File: config.mk
export PLATFORM = sky130hd
export DESIGN_NAME = wav_header_chunk_parser
export DESIGN_NICKNAME = d
export VERILOG_FILES = /design/src/hdl/wavp_pkg.sv /design/src/hdl/wavp_in_reg.sv /design/src/hdl/wavp_core.sv /design/src/hdl/wavp_out_reg.sv /design/src/hdl/wav_header_chunk_parser.sv
export SDC_FILE = /design/constraint.sdc
export NUM_CORES = 1
export LEC_CHECK = 0
export BUFFER_PORTS_ARGS = -buffer_cell sky130_fd_sc_hd__buf_2
export CAP_MARGIN = 20
export CORE_MARGIN = 2
export CORE_UTILIZATION = 56
export CTS_BUF_LIST = sky130_fd_sc_hd__clkbuf_2 sky130_fd_sc_hd__clkbuf_4 sky130_fd_sc_hd__clkbuf_8
export DETAILED_ROUTE_END_ITERATION = 10
export PLACE_DENSITY = 0.82
export SYNTH_ARGS = -nofsm -noshare
export SYNTH_HDL_FRONTEND = slang
export SYNTH_SLANG_ARGS = --single-unit
File: constraint.sdc
create_clock -name clk -period 5.1 [get_ports clk]
set_input_delay 1.02 -clock clk [delete_from_list [all_inputs] [get_ports clk]]
set_output_delay 1.02 -clock clk [all_outputs]
set_load 0.01 [all_outputs]
File: src/hdl/wavp_pkg.sv
// Shared types, constants and lookup functions for the WAV header parser.
package wavp_pkg;

	typedef struct packed {
		logic [7:0] byte_value;
		logic       is_final;
	} in_item_t;

	typedef struct packed {
		logic [3:0]  status;
		logic [15:0] channels;
		logic [31:0] sample_rate;
		logic [31:0] byte_rate;
		logic [15:0] block_align;
		logic [15:0] bits_per_sample;
		logic [31:0] data_offset;
		logic [31:0] data_size;
	} out_item_t;

	typedef struct packed {
		logic     valid;
		in_item_t item;
	} stage_t;

	typedef struct packed {
		logic      valid;
		out_item_t result;
	} push_t;

	localparam logic [3:0] ST_OK       = 4'd0;
	localparam logic [3:0] ST_SHORT    = 4'd1;
	localparam logic [3:0] ST_BAD_HDR  = 4'd2;
	localparam logic [3:0] ST_OVERRUN  = 4'd3;
	localparam logic [3:0] ST_NO_FMT   = 4'd4;
	localparam logic [3:0] ST_NO_DATA  = 4'd5;
	localparam logic [3:0] ST_NOT_PCM  = 4'd6;
	localparam logic [3:0] ST_CHANNELS = 4'd7;
	localparam logic [3:0] ST_BITS     = 4'd8;
	localparam logic [3:0] ST_EMPTY    = 4'd9;

	localparam logic [3:0]  HEADER_LAST = 4'd11;
	localparam logic [31:0] FMT_MIN     = 32'd16;
	localparam logic [31:0] ID_FMT      = 32'h2074_6D66;
	localparam logic [31:0] ID_DATA     = 32'h6174_6164;
	localparam logic [15:0] PCM_CODE    = 16'd1;
	localparam logic [15:0] CH_MONO     = 16'd1;
	localparam logic [15:0] CH_STEREO   = 16'd2;
	localparam logic [15:0] BITS_8      = 16'd8;
	localparam logic [15:0] BITS_16     = 16'd16;

	function automatic logic [7:0] magic_byte(input logic [3:0] idx);
		logic [7:0] r;
		r = 8'h00;
		unique case (idx)
			4'd0:    r = 8'h52;
			4'd1:    r = 8'h49;
			4'd2:    r = 8'h46;
			4'd3:    r = 8'h46;
			4'd8:    r = 8'h57;
			4'd9:    r = 8'h41;
			4'd10:   r = 8'h56;
			4'd11:   r = 8'h45;
			default: r = 8'h00;
		endcase
		return r;
	endfunction

	function automatic logic magic_checked(input logic [3:0] idx);
		logic r;
		r = 1'b0;
		unique case (idx) inside
			[4'd0:4'd3], [4'd8:4'd11]: r = 1'b1;
			default:                   r = 1'b0;
		endcase
		return r;
	endfunction

endpackage

File: src/hdl/wavp_in_reg.sv
// Input register stage for incoming file bytes.
module wavp_in_reg (
	input  logic              clk,
	input  logic              arst_n,
	input  logic              valid,
	output logic              ready,
	input  wavp_pkg::in_item_t item,
	input  logic              advance,
	output wavp_pkg::stage_t  stage
);

	logic               valid_s1;
	wavp_pkg::in_item_t item_s1;

	assign ready = !valid_s1 || advance;

	always_ff @(posedge clk or negedge arst_n) begin
		if (!arst_n) begin
			valid_s1 <= 1'b0;
		end else if (ready) begin
			valid_s1 <= valid;
		end
	end

	always_ff @(posedge clk) begin
		if (valid && ready) begin
			item_s1 <= item;
		end
	end

	assign stage.valid = valid_s1;
	assign stage.item  = item_s1;

endmodule

File: src/hdl/wavp_core.sv
// Chunk walker: parser state, format capture and final verdict.
module wavp_core (
	input  logic              clk,
	input  logic              arst_n,
	input  wavp_pkg::stage_t  stage,
	input  logic              slot_free,
	output logic              advance,
	output wavp_pkg::push_t   push
);

	typedef enum logic [1:0] {PH_FILE, PH_CHDR, PH_BODY, PH_PAD} phase_t;

	phase_t      phase_q, phase_d;
	logic [31:0] position_q, position_d;
	logic        header_ok_q, header_ok_d;
	logic [63:0] shift_q, shift_d;
	logic [2:0]  hcount_q, hcount_d;
	logic [31:0] remaining_q, remaining_d;
	logic        pad_q, pad_d;
	logic        in_fmt_q, in_fmt_d;
	logic [4:0]  fmt_idx_q, fmt_idx_d;
	logic [7:0]  fmt_q [16];
	logic [7:0]  fmt_d [16];
	logic        seen_fmt_q, seen_fmt_d;
	logic        seen_data_q, seen_data_d;
	logic [31:0] data_offset_q, data_offset_d;
	logic [31:0] data_size_q, data_size_d;

	logic [7:0]  b;
	logic        fin;
	logic [63:0] hdr_shift;
	logic [31:0] hdr_id;
	logic [31:0] hdr_size;
	logic        hdr_fmt;

	logic [15:0] code_d;
	logic [15:0] ch_d;
	logic [15:0] bits_d;
	logic [3:0]  status;
	logic        fail;

	assign b         = stage.item.byte_value;
	assign fin       = stage.item.is_final;
	assign advance   = stage.valid && (!fin || slot_free);
	assign hdr_shift = {b, shift_q[63:8]};
	assign hdr_id    = hdr_shift[31:0];
	assign hdr_size  = hdr_shift[63:32];
	assign hdr_fmt   = (hdr_id == wavp_pkg::ID_FMT) && (hdr_size >= wavp_pkg::FMT_MIN);

	always_comb begin
		phase_d       = phase_q;
		position_d    = position_q + 32'd1;
		header_ok_d   = header_ok_q;
		shift_d       = shift_q;
		hcount_d      = hcount_q;
		remaining_d   = remaining_q;
		pad_d         = pad_q;
		in_fmt_d      = in_fmt_q;
		fmt_idx_d     = fmt_idx_q;
		fmt_d         = fmt_q;
		seen_fmt_d    = seen_fmt_q;
		seen_data_d   = seen_data_q;
		data_offset_d = data_offset_q;
		data_size_d   = data_size_q;
		unique case (phase_q)
			PH_FILE: begin
				if (wavp_pkg::magic_checked(position_q[3:0]) &&
						b != wavp_pkg::magic_byte(position_q[3:0])) begin
					header_ok_d = 1'b0;
				end
				if (position_q[3:0] == wavp_pkg::HEADER_LAST) begin
					phase_d  = PH_CHDR;
					hcount_d = 3'd0;
				end
			end
			PH_CHDR: begin
				shift_d  = hdr_shift;
				hcount_d = hcount_q + 3'd1;
				if (hcount_q == 3'd7) begin
					in_fmt_d = hdr_fmt;
					if (hdr_fmt) begin
						seen_fmt_d = 1'b1;
					end else if (hdr_id == wavp_pkg::ID_DATA) begin
						seen_data_d   = 1'b1;
						data_offset_d = position_d;
						data_size_d   = hdr_size;
					end
					remaining_d = hdr_size;
					pad_d       = hdr_size[0];
					fmt_idx_d   = 5'd0;
					if (hdr_size != 32'd0) begin
						phase_d = PH_BODY;
					end
				end
			end
			PH_BODY: begin
				if (!fmt_idx_q[4]) begin
					if (in_fmt_q) begin
						fmt_d[fmt_idx_q[3:0]] = b;
					end
					fmt_idx_d = fmt_idx_q + 5'd1;
				end
				remaining_d = remaining_q - 32'd1;
				if (remaining_q == 32'd1) begin
					phase_d = pad_q ? PH_PAD : PH_CHDR;
				end
			end
			PH_PAD: begin
				pad_d   = 1'b0;
				phase_d = PH_CHDR;
			end
		endcase
	end

	assign code_d = {fmt_d[1], fmt_d[0]};
	assign ch_d   = {fmt_d[3], fmt_d[2]};
	assign bits_d = {fmt_d[15], fmt_d[14]};

	always_comb begin
		if (phase_d == PH_FILE) begin
			status = wavp_pkg::ST_SHORT;
		end else if (!header_ok_d) begin
			status = wavp_pkg::ST_BAD_HDR;
		end else if (phase_d == PH_BODY) begin
			status = wavp_pkg::ST_OVERRUN;
		end else if (!seen_fmt_d) begin
			status = wavp_pkg::ST_NO_FMT;
		end else if (!seen_data_d) begin
			status = wavp_pkg::ST_NO_DATA;
		end else if (code_d != wavp_pkg::PCM_CODE) begin
			status = wavp_pkg::ST_NOT_PCM;
		end else if (ch_d != wavp_pkg::CH_MONO && ch_d != wavp_pkg::CH_STEREO) begin
			status = wavp_pkg::ST_CHANNELS;
		end else if (bits_d != wavp_pkg::BITS_8 && bits_d != wavp_pkg::BITS_16) begin
			status = wavp_pkg::ST_BITS;
		end else if (data_size_d == 32'd0) begin
			status = wavp_pkg::ST_EMPTY;
		end else begin
			status = wavp_pkg::ST_OK;
		end
	end

	assign fail = (status >= wavp_pkg::ST_SHORT) && (status <= wavp_pkg::ST_NO_DATA);

	always_comb begin
		push.valid         = advance && fin;
		push.result.status = status;
		if (fail) begin
			push.result.channels        = 16'd0;
			push.result.sample_rate     = 32'd0;
			push.result.byte_rate       = 32'd0;
			push.result.block_align     = 16'd0;
			push.result.bits_per_sample = 16'd0;
			push.result.data_offset     = 32'd0;
			push.result.data_size       = 32'd0;
		end else begin
			push.result.channels        = ch_d;
			push.result.sample_rate     = {fmt_d[7], fmt_d[6], fmt_d[5], fmt_d[4]};
			push.result.byte_rate       = {fmt_d[11], fmt_d[10], fmt_d[9], fmt_d[8]};
			push.result.block_align     = {fmt_d[13], fmt_d[12]};
			push.result.bits_per_sample = bits_d;
			push.result.data_offset     = data_offset_d;
			push.result.data_size       = data_size_d;
		end
	end

	always_ff @(posedge clk or negedge arst_n) begin
		if (!arst_n) begin
			phase_q       <= PH_FILE;
			position_q    <= 32'd0;
			header_ok_q   <= 1'b1;
			shift_q       <= 64'd0;
			hcount_q      <= 3'd0;
			remaining_q   <= 32'd0;
			pad_q         <= 1'b0;
			in_fmt_q      <= 1'b0;
			fmt_idx_q     <= 5'd0;
			for (int i = 0; i < 16; i++) begin
				fmt_q[i] <= 8'h00;
			end
			seen_fmt_q    <= 1'b0;
			seen_data_q   <= 1'b0;
			data_offset_q <= 32'd0;
			data_size_q   <= 32'd0;
		end else if (advance) begin
			if (fin) begin
				phase_q       <= PH_FILE;
				position_q    <= 32'd0;
				header_ok_q   <= 1'b1;
				shift_q       <= 64'd0;
				hcount_q      <= 3'd0;
				remaining_q   <= 32'd0;
				pad_q         <= 1'b0;
				in_fmt_q      <= 1'b0;
				fmt_idx_q     <= 5'd0;
				for (int i = 0; i < 16; i++) begin
					fmt_q[i] <= 8'h00;
				end
				seen_fmt_q    <= 1'b0;
				seen_data_q   <= 1'b0;
				data_offset_q <= 32'd0;
				data_size_q   <= 32'd0;
			end else begin
				phase_q       <= phase_d;
				position_q    <= position_d;
				header_ok_q   <= header_ok_d;
				shift_q       <= shift_d;
				hcount_q      <= hcount_d;
				remaining_q   <= remaining_d;
				pad_q         <= pad_d;
				in_fmt_q      <= in_fmt_d;
				fmt_idx_q     <= fmt_idx_d;
				fmt_q         <= fmt_d;
				seen_fmt_q    <= seen_fmt_d;
				seen_data_q   <= seen_data_d;
				data_offset_q <= data_offset_d;
				data_size_q   <= data_size_d;
			end
		end
	end

	a_final_clears: assert property (@(posedge clk) disable iff (!arst_n)
		push.valid |=> (phase_q == PH_FILE) && (position_q == 32'd0) && !seen_fmt_q)
		else $error("state not cleared after final byte");

	a_body_nonzero: assert property (@(posedge clk) disable iff (!arst_n)
		(phase_q == PH_BODY) |-> (remaining_q != 32'd0))
		else $error("chunk body with nothing remaining");

	a_hcount_chdr: assert property (@(posedge clk) disable iff (!arst_n)
		(hcount_q != 3'd0) |-> (phase_q == PH_CHDR))
		else $error("header byte count outside chunk header");

	a_push_slot: assert property (@(posedge clk) disable iff (!arst_n)
		push.valid |-> slot_free && stage.valid)
		else $error("result pushed into a full slot");

endmodule

File: src/hdl/wavp_out_reg.sv
// Result register that holds a verdict until the transfer completes.
module wavp_out_reg (
	input  logic                clk,
	input  logic                arst_n,
	input  wavp_pkg::push_t     push,
	output logic                slot_free,
	output logic                valid,
	input  logic                ready,
	output wavp_pkg::out_item_t data
);

	logic                valid_q;
	wavp_pkg::out_item_t result_q;

	assign slot_free = !valid_q || ready;

	always_ff @(posedge clk or negedge arst_n) begin
		if (!arst_n) begin
			valid_q <= 1'b0;
		end else if (slot_free) begin
			valid_q <= push.valid;
		end
	end

	always_ff @(posedge clk) begin
		if (push.valid && slot_free) begin
			result_q <= push.result;
		end
	end

	assign valid = valid_q;
	assign data  = result_q;

endmodule

File: src/hdl/wav_header_chunk_parser.sv
// Top level of the WAV header and chunk parser.
// Feed a WAV file one byte per transfer on the byte channel, with is_final set on the last
// byte; one verdict comes out on the result channel for each file. The block takes one byte
// every cycle: each byte passes an input register and a single pass of counter and field
// logic, and the verdict is held in a result register until its transfer. All parser state
// returns to its reset value with the final byte, so the next file may start in the very
// next cycle; no clearing pass is needed. The byte channel stalls only when a final byte
// meets a verdict that is still waiting.
module wav_header_chunk_parser (
	input  logic                clk,
	input  logic                arst_n,
	input  logic                byte_valid,
	output logic                byte_ready,
	input  wavp_pkg::in_item_t  byte_data,
	output logic                result_valid,
	input  logic                result_ready,
	output wavp_pkg::out_item_t result_data
);

	wavp_pkg::stage_t stage;
	wavp_pkg::push_t  push;
	logic             advance;
	logic             slot_free;

	wavp_in_reg u_in_reg (
		.clk     (clk),
		.arst_n  (arst_n),
		.valid   (byte_valid),
		.ready   (byte_ready),
		.item    (byte_data),
		.advance (advance),
		.stage   (stage)
	);

	wavp_core u_core (
		.clk       (clk),
		.arst_n    (arst_n),
		.stage     (stage),
		.slot_free (slot_free),
		.advance   (advance),
		.push      (push)
	);

	wavp_out_reg u_out_reg (
		.clk       (clk),
		.arst_n    (arst_n),
		.push      (push),
		.slot_free (slot_free),
		.valid     (result_valid),
		.ready     (result_ready),
		.data      (result_data)
	);

endmodule

==> metrics.md <==
| Metric | Value |
|---|---|
| Drt via density | 6.27 |
| EDFF count, synth | 189 |
| Cts repair resizes | 0 |
| Max-Cap Viols | 0 |
| Syn Inst Count | 2,214 |
| CP delay by family, top | simple AND/OR/NAND/NOR gates |
| WL/cell | 21.1 um |
| Slew HR | 27.8% |
| Crit path time final | 3.63 ns |
| Fin. max-slew vios | 0 |
| Average size of a mapped cell | 11.0 um2 |
| Seq/Total Area, Yosys | 57.2% |
| Setup_tns | 0 ns |
| Layout cells sized above 1 | 20.1% |
| Setup bufs post-CTS | 0 |
| Commonest cells after routing, fill and taps aside | dfrtp_1 (328), o21ai_0 (197), buf_2 (193), edfxtp_1 (189), nand2_1 (180) |
| Final setup vio count | 0 |
| Buffers added on ports | 194 |
| Synth cell types | 73 |
| CP max-delay cell | nor4_2 |
| Post-synth top area cell | dfrtp_1 |
| Remaining Overflow, GRT | 0 |
| Hold-fix buffers, CTS | 0 |
| Final WL | 63,200 um |
| Fraction of the cycle the final worst path needs | 71.2% |
| Arrival @ worst endpoint | 4.10 ns |
| Critical path class | reg2reg |
| Clock transition at path regs | 0.06 ns |
| Worst min path class | in2async |
| Synth Register Bits | 518 |
| WHS | 0.429 ns |
| Clk root buf | clkbuf_8 |
| Nets | 2,370 |
| Syn-to-layout area delta | 13.1% |
| Async SR Flop Fraction | 63.5% |
| GR met1 Demand/Resource | 38.6% |
| CTS Sinks | 518 |
| CP bufs+invs | 1 |
| DP HPWL | 39,000 um |
| Via Count | 18,810 |
| Core Rows | 76 |
| Starting Density | 56.6% |
| Core area | 43,000 um2 |
| Worst setup SP type | flop |
| Fin. Hold Viols | 0 |
| H-tree Lvls | 3 |
| Critical path endpoint category | flop |
| M3 GR Usage | 5.64% |
| Commonest non-fill, non-tap cell in the layout | dfrtp_1 |
| CP Cell Sequence | nor4_2 -> nand2_1 -> nor4_2 -> a2bb2oi_2 -> o2111ai_4 -> buf_12 -> nor3_1 |
| GR met2 Demand/Resource | 43.2% |
| Detail Route Antenna Nets | 0 |
| Synthesized cell area | 24,300 um2 |
| Die area | 45,100 um2 |
| Status | finished clean |
| Iteration-0 DRC count of the detailed router | 1,850 |
| CTS Buf Count | 84 |
| Vertical die dimension | 212 um |
| Top achievable clock speed | 275 MHz |
| Vias in the first global route | 18,449 |
| Global-route wire length before repair | 99,800 um |
| CP max FO | 179 |
| Antenna violations before repair | 1 |
| Residual DRC | 0 |
| Top Usage Layer GRT | met2 |
| Top FF cell, synth | dfrtp_1 |
| Drt first pass iters | 6 |
| Worst-Margin Slew | 1.08 ns |
| Post-synth net total | 2,240 |
| Maximum vdd drop | 183 uV |
| Ys Warns | 0 |
| Deepest clock path buffer count | 3 |
| Top-level I/O count | 195 |
| GR Util All Layers | 28.1% |
| Ranking of synthesized cells by area | dfrtp_1 (34%), edfxtp_1 (23%), a22o_1 (5.6%), mux2i_1 (4.1%), o21ai_0 (4.1%) |
| Required time of the critical path | 5.57 ns |
| Worst path max stage delay | 0.73 ns |
| Final Skew | 0.0247 ns |
| CTS tree | yes |
| Die width | 212 um |
| CP dominant cell by count | nor4_2 |
| GP Congestion | 0.890 |
| Pleak | 11.3 nW |
| Clk_lat worst skew | 0.66 ns |
| Largest net degree at the start of global routing | 180 |
| Share of the synthesized area in the top cell type | 33.8% |
| RSZ-0062 raised after global routing | no |
| Pwr Density | 345 nW/um2 |
| Antenna cells | 0 |
==> power by group <==
group          switching (mW)  internal (mW)  total, mW
clock                    1.68           2.18       3.85
sequential              0.170           4.54       4.71
combinational           0.605          0.310      0.915
total                    2.45           7.03       9.48
==> routing by layer <==
layer,part of all wire (%),wire length [um],up-vias
met5,0,0,-
met4,3.2,2040,0
met3,8.0,5070,157
met2,47,30000,860
met1,41,26100,9339
li1,-,-,8454
==> sequential cells by signal, summed over array words and instances, names as in the netlist <==
signal and count:
u_out_reg.data 180, u_out_reg.valid 1, u_in_reg.valid_s1 1, u_core.in_fmt_q 1, u_core.hcount_q 3, u_core.fmt_idx_q 5, u_core.remaining_q 32, u_core.data_offset_q 32
u_core.header_ok_q 1, u_in_reg.stage 9, u_core.pad_q 1, u_core.position_q 32, u_core.shift_q 56, u_core.phase_q 2, u_core.seen_data_q 1, u_core.data_size_q 32
u_core.fmt_q 128, u_core.seen_fmt_q 1
==> final cells by class <==
type                            instances  area, um2
Inverter                               15       60.1
Clock buffer                          137       1710
Tap cell                              585        732
Sequential cell                       518      13900
Fill cell                            3256      15500
Timing Repair Buffer                  241       1380
Multi-Input combinational cell       1484       9570
Clock inverter                         20        135
==> cell families (layout without fill, tap and decap cells) <==
kind of cell,after synthesis,in the layout,synth area share [%]
xor gates and xnor gates,38,38,1.37
buffers and inverters,212,413,3.86
adders and majority gates,13,13,0.669
DFF,518,518,57.2
AOI/OAI and AO/OA,616,616,17.1
and+or+nand+nor,715,715,15.6
muxes,102,102,4.21
==> final timing paths <==
kind	start	end	slack (ns)	cells after the start
worst max-delay path	u_in_reg.stage[3]	u_out_reg.data[113]	1.47	7
worst min-delay path	arst_n	u_core.fmt_q[43]	0.43	1
worst max register to register	u_in_reg.stage[3]	u_out_reg.data[113]	1.47	7
worst min register to register	u_core.fmt_q[91]	u_core.fmt_q[91]	0.47	2
max in group asynchronous	arst_n	u_core.fmt_q[91]	3.39	2
min in group clk	u_core.fmt_q[91]	u_core.fmt_q[91]	0.47	2
==> worst reg2reg max path: stages (launching register included) <==
cell       delay [ns]
edfxtp_1         0.53
nor4_2           0.73
nand2_1          0.34
nor4_2           0.46
a2bb2oi_2        0.30
o2111ai_4        0.18
buf_12           0.32
nor3_1           0.59
==> synthesized netlist by cell type, types with 9 or more instances <==
cell type and instances:
xor2_1 17, buf_6 13, ha_1 13, edfxtp_1 189, nor2_1 108, a2111oi_2 27, nand4_1 15, clkbuf_1 141
or3_1 10, o21ai_0 199, xnor2_1 21, a32o_1 9, nand2_1 181, buf_2 19, nor4_1 40, nor3_2 23
nor2b_1 71, mux2i_1 100, buf_1 11, or4_1 11, nand3_1 17, clkbuf_2 11, a21oi_1 174, a22o_1 155
dfrtp_1 328, nor3_1 162, inv_1 15, and2_1 11
==> metrics by stage <==
stage,std cells,utilization [%],total power [mW],setup slack (ns),instance area [um2]
global route,3000,64.0,9.86,1.37,27500
detailed placement,2841,59.6,5.69,1.47,25600
finish,3000,64.0,9.48,1.47,27500
floorplan,2214,-,5.37,0.159,24300
CTS,2998,63.9,9.52,1.49,27500
global placement,2840,59.6,5.63,1.61,25600
(Power assumes the default switching activity.)
